[config.mk]
export PLATFORM = sky130hd
export DESIGN_NAME = lzss_ctrl
export DESIGN_NICKNAME = d
export VERILOG_FILES = /design/src/lzss_pkg.sv /design/src/lzss_ctrl.sv
export SDC_FILE = /design/constraint.sdc
export NUM_CORES = 1
export LEC_CHECK = 0
export BUFFER_PORTS_ARGS = -buffer_cell sky130_fd_sc_hd__buf_2
export CAP_MARGIN = 20
export CORE_AREA = 3 3 40 42
export CTS_CLUSTER_SIZE = 8
export DETAILED_ROUTE_END_ITERATION = 6
export DIE_AREA = 0 0 43 45
export SYNTH_ARGS = -nofsm -noshare
export SYNTH_HDL_FRONTEND = slang
export SYNTH_SLANG_ARGS = --single-unit
[constraint.sdc]
create_clock -name clock -period 1.25 [get_ports clock]
set_input_delay 0.0625 -clock clock [delete_from_list [all_inputs] [get_ports clock]]
set_output_delay 0.0625 -clock clock [all_outputs]
set_load 0.1 [all_outputs]
[src/lzss_pkg.sv]
// ============================================================================
// lzss_pkg
// Shared types and constants of the LZSS stream decompressor.
// ============================================================================
package lzss_pkg;

   localparam int HEADER_BYTES = 12;
   localparam int MAGIC_BYTES  = 4;
   localparam int MIN_RUN      = 3;

   typedef enum logic [2:0] {
      ST_RUNNING  = 3'd0,
      ST_DONE     = 3'd1,
      ST_BAD_MAGIC = 3'd2,
      ST_LEN_MISM = 3'd3,
      ST_BAD_OFF  = 3'd4,
      ST_OVERRUN  = 3'd5,
      ST_TRUNC    = 3'd6
   } status_type;

   typedef enum logic [1:0] {
      PH_HEADER = 2'd0,
      PH_TOKENS = 2'd1,
      PH_DONE   = 2'd2,
      PH_ERROR  = 2'd3
   } phase_type;

   typedef enum logic [2:0] {
      FSM_IDLE  = 3'd0,
      FSM_BITS  = 3'd1,
      FSM_COPY  = 3'd2,
      FSM_WAIT  = 3'd3,
      FSM_FLUSH = 3'd4,
      FSM_OUT   = 3'd5
   } fsm_type;

   localparam logic CSR_MAGIC  = 1'b0;
   localparam logic CSR_LENGTH = 1'b1;

   // controller -> datapath
   typedef struct packed {
      logic load;      // capture input item
      logic bit_step;  // process one token bit
      logic copy_rd;   // issue history read for a match byte
      logic copy_wr;   // write returned byte
      logic flush;     // move lane buffer to output
      logic finish;    // end of item bookkeeping
   } cmd_type;

   // datapath -> controller
   typedef struct packed {
      logic is_tokens;
      logic bits_left;
      logic match_go;
      logic copy_left;
      logic copy_more;  // more than one match byte still to copy
      logic lane_last;  // next byte fills the lane buffer
      logic out_busy;
   } stat_type;

endpackage

[src/lzss_ctrl.sv]
// ============================================================================
// lzss_ctrl
// Sequencer: bit steps of a byte, match copy loop, beat flushes.
// ============================================================================
module lzss_ctrl
   import lzss_pkg::*;
(
   input  logic     clock,
   input  logic     reset,
   input  logic     req_valid,
   output logic     req_stall,
   input  stat_type stat,
   output cmd_type  cmd
);

   fsm_type state_ff, state_in;

   always_ff @(posedge clock) begin
      if (reset) begin
         state_ff <= FSM_IDLE;
      end else begin
         state_ff <= state_in;
      end
   end

   always_comb begin
      state_in = state_ff;
      case (state_ff)
         FSM_IDLE: begin
            if (req_valid) begin
               state_in = FSM_BITS;
            end
         end
         FSM_BITS: begin
            if (stat.match_go) begin
               state_in = FSM_COPY;
            end else if (!stat.is_tokens || !stat.bits_left) begin
               state_in = FSM_OUT;
            end
         end
         FSM_COPY: begin
            state_in = FSM_WAIT;
         end
         FSM_WAIT: begin
            if (!stat.copy_more) begin
               state_in = FSM_BITS;
            end else if (stat.lane_last) begin
               state_in = FSM_FLUSH;
            end else begin
               state_in = FSM_COPY;
            end
         end
         FSM_FLUSH: begin
            if (!stat.out_busy) begin
               if (stat.copy_left) begin
                  state_in = FSM_COPY;
               end else begin
                  state_in = FSM_BITS;
               end
            end
         end
         FSM_OUT: begin
            if (!stat.out_busy) begin
               state_in = FSM_IDLE;
            end
         end
         default: state_in = FSM_IDLE;
      endcase
   end

   always_comb begin
      cmd       = '0;
      req_stall = 1'b1;
      case (state_ff)
         FSM_IDLE: begin
            req_stall = 1'b0;
            cmd.load  = req_valid;
         end
         FSM_BITS: begin
            cmd.bit_step = stat.is_tokens && stat.bits_left && !stat.match_go;
         end
         FSM_COPY:  cmd.copy_rd = 1'b1;
         FSM_WAIT:  cmd.copy_wr = 1'b1;
         FSM_FLUSH: cmd.flush   = !stat.out_busy;
         FSM_OUT:   cmd.finish  = !stat.out_busy;
         default: ;
      endcase
   end

endmodule

* Word level (Yosys, flattened, before mapping)
Cells that the tools add are included.
Widths: inputs -> output; s select.
** Storage, ports and cells
- Bits in writable memories :: 0
- ROM bits :: 0
- Memories :: 0
- Flip-flop bits (word level) :: 3
- Output and inout bits :: 7
- Bits of input ports :: 10
- Bits in latches :: 0
** Cells by class
- Multiply operators :: 0
- Divide/modulo/power cells :: 0
- Reduce and logical (&&, ||, !) cells :: 9
- Add/subtract/negate cells :: 0
- Shift operators :: 0
- Eq/ne operators :: 9
- Bitwise operators :: 0
- $lt $le $gt $ge :: 0
- Mux-type cells :: 16
** Operators by type and width (count)
- $mux 3 :: 7
- $pmux 3 s6 :: 1
- $mux 1 :: 7
- $eq 3x2->1 const B :: 2
- $eq 3x3->1 const B :: 2
- $ne 2x2->1 const B :: 3
- $logic_not 1->1 :: 4
- $reduce_and 4->1 :: 1
- $eq 3x1->1 const B :: 1
- $logic_not 3->1 :: 1
- $ne 3x3->1 const B :: 1
- $logic_and 1x1->1 :: 2
- $mux 2 :: 1
- $logic_or 1x1->1 :: 1

* Longest topological paths before layout
Gate-level depths: netlist of run 1.
- Depth in word-level cells :: 5
- Gate-level depth with buffers :: 4

* Worst setup path before layout of run 1
No wires, ideal clock.
- Path kind :: reg-to-output
- Start point :: reg state_ff[1]
- End point :: out cmd[3] in the netlist's numbering
- Required time :: 1.188 ns
- Stages on the path, launching flop included :: 3
- Path slack :: -1.633 ns
- Arrival :: 2.821 ns
- Path buffers :: 1
- Cells stage by stage :: dfxtp_1 -> clkbuf_1 -> nor3b_1
** RTL lines
- start, declared :: RTL line lzss_ctrl.sv:16 : fsm_type state_ff, state_in;
- start signal, assigned :: RTL line lzss_ctrl.sv:22 : state_ff <= state_in;
- end, declared :: RTL line lzss_ctrl.sv:13 : output cmd_type cmd

==> results of run 1 <==
[what timing repair did]
item / CTS / global route
buffers inserted: 7 / 1
endpoints found under the setup margin: 9 / 10
pin swaps: 9 / 6
gates resized for setup: 15 / 5
[through the flow]
| stage | utilization, % | instances | hold slack [ns] | TNS [ns] |
|---|---|---|---|---|
| 6_report | 60.1 | 88 | 0.0142 | -0.609 |
| 5_1_grt | 60.1 | 88 | 0.0249 | -0.927 |
| 4_1_cts | 59.7 | 89 | 0.0178 | -0.953 |
| 3_5_place_dp | 49.3 | 78 | 0.269 | -0.0468 |
| 3_3_place_gp | 49.3 | 78 | 0.266 | -0.0321 |
| 2_1_floorplan | - | 39 | 0.132 | -1.14 |
[worst reg2reg max path, delay by kind of cell (launching register included)]
family	cells	cell delay, ns
AO/OA/AOI/OAI	1	0.29
AND/OR/NAND/NOR	2	0.39
flip-flops	1	0.34
buffers and inverters	1	0.15
[layer usage]
| layer | vias up | wire length, um | track usage [%] |
|---|---|---|---|
| met2 | 16 | 643 | 25.7 |
| met5 | - | 0 | 0 |
| met1 | 222 | 394 | 15.1 |
| li1 | 216 | - | - |
| met3 | 2 | 57 | 1.59 |
| met4 | 0 | 19 | 5.42 |
[cell type report]
type                    instances  area [um^2]
inverters                       2         7.51
flip-flops and latches          3         68.8
fillers                       105          513
well taps                      15         18.8
multi-input cells              31          319
clock buffers                   4         26.3
repair buffers                 33          332
[logic make-up after synthesis]
group | Yosys count | synth area share [%]
and+or+nand+nor | 21 | 47.9
AOI/OAI and AO/OA | 10 | 25.4
DFF | 3 | 19.7
buffers and inverters | 5 | 6.97
[synth_stat cells]
library cell | number | share of area [%]
a21oi_1 | 2 | 3.3
o21a_1 | 1 | 2.5
a32oi_1 | 1 | 2.9
nand3b_1 | 2 | 4.9
nor4b_2 | 1 | 4.9
or2_0 | 1 | 2.1
clkbuf_1 | 1 | 1.2
nor3b_1 | 3 | 7.4
o22ai_1 | 1 | 2.1
dfxtp_1 | 3 | 20
nand4b_1 | 1 | 2.9
nor3_1 | 1 | 1.6
nor2b_1 | 2 | 4.1
o311a_1 | 1 | 3.3
or3_1 | 1 | 2.1
a2111oi_0 | 1 | 2.9
a311oi_1 | 1 | 2.9
buf_2 | 2 | 3.3
nand2_1 | 1 | 1.2
and3b_1 | 1 | 2.9
nor2_1 | 2 | 2.5
nand2b_1 | 4 | 8.2
inv_1 | 2 | 2.5
and3b_2 | 1 | 3.3
a311o_1 | 1 | 3.3
a21o_1 | 1 | 2.5
[power by group through the flow]
stage	sequential (mW)	clock, mW	combinational [mW]
floorplan	0.115	0	0.246
CTS	0.119	0.174	0.441
detailed placement	0.126	0	0.378
global route	0.120	0.185	0.465
finish	0.119	0.174	0.443
global placement	0.125	0	0.375
[final timing paths]
check,start,to,slack [ns],cells past startpoint
setup reg to reg,state_ff[0],state_ff[1],-0.04,4
hold / removal,reset,state_ff[2],0.01,2
hold reg to reg,state_ff[1],state_ff[2],0.61,2
setup / recovery,state_ff[0],cmd[5],-0.19,4
[placed cells by master, fill, tap and decap left out, types with 2 or more instances in the layout]
| master | count |
|---|---|
| nand2b_1 | 3 |
| buf_12 | 7 |
| dfxtp_4 | 2 |
| clkbuf_4 | 3 |
| buf_2 | 9 |
| buf_6 | 5 |
| nor3b_4 | 2 |
| nand3b_1 | 2 |
| nor2b_4 | 2 |
| buf_4 | 12 |
==> flow_summary.yaml, run 1 <==
layout:
  layout-drive-gt1-share_pct: 72.6
  area_growth_pct: 153
  largest_register: "state_ff"
  diodes: 0
  fin_nets: 84
  postLayoutCellArea_um2: 772
  top_regs: "state_ff x3"
  largest_reg_flops: 3
clock_network:
  cts-hold-fix-buffers: 0
  cts_made_buffers: 3
  clock_latency_ns: 0.24
  clk_path_buf_depth: 2
  cts_root_buffer: "clkbuf_4"
  cts-htree-levels: 1
  clkTransAtPathRegs_ns: 0.04
  cts_tree: "yes"
  clock-sinks: 3
detailed_routing:
  drc_errors: 0
  viasPerCell: 5.18
  wl_per_cell_um: 12.7
  drt_first_pass_iters: 4
  drt_iter0_markers: 3
  vias: 456
  ant_nets: 0
  wirelength_um: 1120
yosys:
  syn_inst: 39
  synth_seq_cells: 3
  synth_nets: 49
  ys_seq_area_share_pct: 19.7
  synth_area_um2: 305
  syn_avg_cell_area_um2: 7.83
  yosys_warnings: 0
  synth.distinct_cells: 26
worst_setup_path:
  start_kind: "flop"
  cpPeakStageDelay_ns: 0.39
  crit_arrival_ns: 1.38
  end_kind: "primary output"
  slowest_stage: "or3_4"
  crit_buf_inv: 2
  path_max_fanout: 2
  required_ns: 1.19
  path_delay_family: "simple AND/OR/NAND/NOR gates"
  path_cells: "buf_6 > or3_4 > nor2_4 > buf_12"
  worstSetupPathType: "flop to primary output"
outcome:
  violations: "negative setup slack"
  status: "complete, but fails checks"
place:
  portBuffers: 16
  dp_hpwl_um: 777
  place_ws_ns: -0.0280
  place_area_um2: 633
  gp_congestion: 0.817
timing:
  setup-violations-final: 9
  timing.final.max_slew_violations: 0
  fin_crit_ns: 1.44
  finalHoldViolations: 0
  fin_ws_ns: -0.189
  tightest_slew_ns: 0.303
  clock_skew_ns: 0.00640
  maxSlewHeadroom_pct: 79.8
  fmax_mhz: 695
  period_share_pct: 115
  rsz0062_at_grt: "true"
grt:
  gr-total-overflow: 0
  grt_start_max_net_pins: 9
  grt_usage_pct: 13.5
  grt_pass1_wl_um: 2010
  antenna_found_initial: 0
  grt_pass1_vias: 460
power:
  p_leak_nw: 0.335
  clkPwrFrac_pct: 23.6
  ir_drop_mv: 0.373
  combPwrFrac_pct: 60.2
  finalPower_mw: 0.735
  p_sw_mw: 0.301
  p_per_area_nw_per_um2: 952
  pwr-share-seq_pct: 16.1
  cellInternalPower_mw: 0.434
  swShare_pct: 40.9
floorplan:
  die_h_um: 45
  fp.coreArea_um2: 1280
  pin_count: 17
  num_rows: 13
  initial_core_util_pct: 23.8
  floorplan.die_area_um2: 1940
  chipWidth_um: 43
hold_path:
  hp-class: "input pin to flop"
job:
  drv_cap: 0
Power figures use the tool's default switching activity.
==> run 2: changes to the inputs <==
--- a/config.mk
+++ b/config.mk
@@ -5,6 +5,7 @@
 export SDC_FILE = /design/constraint.sdc
 export NUM_CORES = 1
 export LEC_CHECK = 0
+export ABC_AREA = 1
 export BUFFER_PORTS_ARGS = -buffer_cell sky130_fd_sc_hd__buf_2
 export CAP_MARGIN = 20
 export CORE_AREA = 3 3 40 42
==> run 2 against run 1 <==
Effect of this change: the flow still finishes with violations (negative setup slack); global-route usage down 4.3 points; sequential power grew 29%; cell count up 3.4%; synthesized cell count grew 31%; setup slack better by 0.15 ns; sequential cell count unchanged; critical path type unchanged; critical endpoint is now cmd[0].
==> flow_summary.yaml, run 2 <==
grt:
  grt_usage_pct: 9.23
  gr-total-overflow: 0
  grt_start_max_net_pins: 8
  grt_pass1_wl_um: 1300
  grt_pass1_vias: 367
  antenna_found_initial: 0
place:
  portBuffers: 16
  dp_hpwl_um: 705
  place_area_um2: 558
  gp_congestion: 0.803
worst_setup_path:
  r2r_setup_slack_ns: 0.06
  critical_path.startpoint: "state_ff[0]"
  required_ns: 1.19
  r2r-end: "state_ff[0]"
  rr_worst_depth: 9
  start_kind: "flop"
  crit_end: "cmd[0]"
  timing.rr.start: "state_ff[0]"
  crit_arrival_ns: 1.22
  end_kind: "primary output"
  worstSetupPathType: "flop to primary output"
  path_max_fanout: 4
clock_network:
  cts_root_buffer: "clkbuf_4"
  clkTransAtPathRegs_ns: 0.04
  cts-htree-levels: 1
  cts_made_buffers: 3
  clock-sinks: 3
  clock_latency_ns: 0.23
  cts_tree: "yes"
  clk_path_buf_depth: 2
  cts-hold-fix-buffers: 0
power:
  ir_drop_mv: 0.546
  p_per_area_nw_per_um2: 1470
  p_leak_nw: 0.300
yosys:
  yosys.area.top_type: "dfxtp_1"
  synthTopCellsByArea: "dfxtp_1, nand2_1, nand3_1"
  yosys_warnings: 0
  syn_inst: 51
  synth_seq_cells: 3
  synth_nets: 61
  synth_most_common_cell: "nand2_1"
  synth_edf_count: 0
  synthFlopType: "dfxtp_1"
  syn_avg_cell_area_um2: 5.54
  ys_seq_area_share_pct: 21.2
  synth_top_area_share_pct: 21.2
  synth_common_cells: "nand2_1, inv_1, nand3_1"
  synth_area_um2: 283
  synthArstFlopShare_pct: 0
  synth.distinct_cells: 12
detailed_routing:
  viasPerCell: 4.49
  wl_per_cell_um: 10.3
  ant_nets: 0
  wirelength_um: 936
  drc_errors: 0
  vias: 409
  drt_iter0_markers: 8
  drt_first_pass_iters: 4
timing:
  tightest_slew_ns: 0.276
  fin_ws_ns: -0.0346
  clock_skew_ns: 0.00513
  fmax_mhz: 778
  fin_crit_ns: 1.28
  finalHoldViolations: 0
  hold_slack_ns: 0.00675
  timing.final.max_slew_violations: 0
  setup-violations-final: 1
  rsz0062_at_grt: "true"
  period_share_pct: 103
  maxSlewHeadroom_pct: 81.5
layout:
  layout-drive-gt1-share_pct: 59.2
  fin_nets: 87
  layout_common_cells: "nand2_1, buf_2, nand3_1, buf_12"
  top_regs: "state_ff x3"
  postLayoutCellArea_um2: 642
  largest_register: "state_ff"
  n_fill_cell: 119
  area_growth_pct: 127
  largest_reg_flops: 3
  utilization_pct: 50.0
  diodes: 0
  layout_commonest_cell: "nand2_1"
floorplan:
  pin_count: 17
  num_rows: 13
  die_h_um: 45
  fp.coreArea_um2: 1280
  chipWidth_um: 43
  initial_core_util_pct: 22.0
  floorplan.die_area_um2: 1940
hold_path:
  hp-class: "input pin to flop"
outcome:
  status: "complete, but fails checks"
  violations: "negative setup slack"
job:
  drv_cap: 0
[run 2: changes by cell type in the layout (fill, tap and decap cells not counted), sizes merged, moves of 3 or more]
cell	before	now
nor3b	3	0
nand3	0	9
inv	2	9
buf	33	22
nand2	1	14
nor2	2	9
nand2b	4	0
[run 2: routing by layer]
| metal | GRT usage (%) | routed length, um | vias to the layer above |
|---|---|---|---|
| li1 | - | - | 216 |
| met4 | 7.23 | 11 | 0 |
| met2 | 17.7 | 531 | 16 |
| met3 | 3.19 | 71 | 2 |
| met5 | 0 | 0 | - |
| met1 | 7.67 | 321 | 175 |
[run 2: how the worst min path moves through the flow]
| stage | startpoint | endpoint | slack (ns) | depth (start not counted) |
|---|---|---|---|---|
| floorplan | reset | state_ff[2] | 0.12 | 1 |
| global placement | reset | state_ff[0] | 0.26 | 2 |
| detailed placement | reset | state_ff[0] | 0.26 | 2 |
| CTS | reset | state_ff[0] | 0.004 | 2 |
| global route | reset | state_ff[0] | 0.002 | 2 |
| finish | reset | state_ff[0] | 0.007 | 2 |
[run 2: cells by family after synthesis]
kind of cell	share of synthesized area, %
AND/OR/NAND/NOR	54.4
flip-flops	21.2
buffers and inverters	15.9
AO/OA/AOI/OAI	8.41
[run 2: repair_timing]
action,4_1_cts,5_1_grt
resized for setup,8,4
pin swaps,2,0
setup endpoints to repair,6,8
setup buffers,4,0
[run 2: where the power goes]
| group | switching (mW) | total (mW) | internal, mW |
|---|---|---|---|
| combinational | 0.388 | 0.619 | 0.231 |
| sequential | 0.0365 | 0.153 | 0.117 |
| clock | 0.0496 | 0.169 | 0.120 |
| total | 0.474 | 0.941 | 0.467 |
[run 2: critical path: stages (launching register included)]
cell	delay (ns)
dfxtp_4	0.39
inv_4	0.05
nor4_4	0.33
buf_12	0.22
[run 2: through the flow]
step	power, mW	setup TNS [ns]	cells	setup slack, ns
final	0.941	-0.0346	91	-0.0346
after global routing	0.987	-0.172	91	-0.0569
after CTS	0.932	-0.0452	91	-0.0452
after detailed placement	0.704	0	83	0.00490
after global placement	0.698	0	83	0.0807
after floorplan	0.534	-1.93	51	-0.332
[run 2: layout make-up]
cell class / instances / area (um^2) / share of cell area, %
multi-input cells: 38 / 254 / 39.6
repair buffers: 22 / 230 / 35.9
flip-flops and latches: 3 / 71.3 / 11.1
inverters: 9 / 41.3 / 6.43
clock buffers: 4 / 26.3 / 4.09
well taps: 15 / 18.8 / 2.92
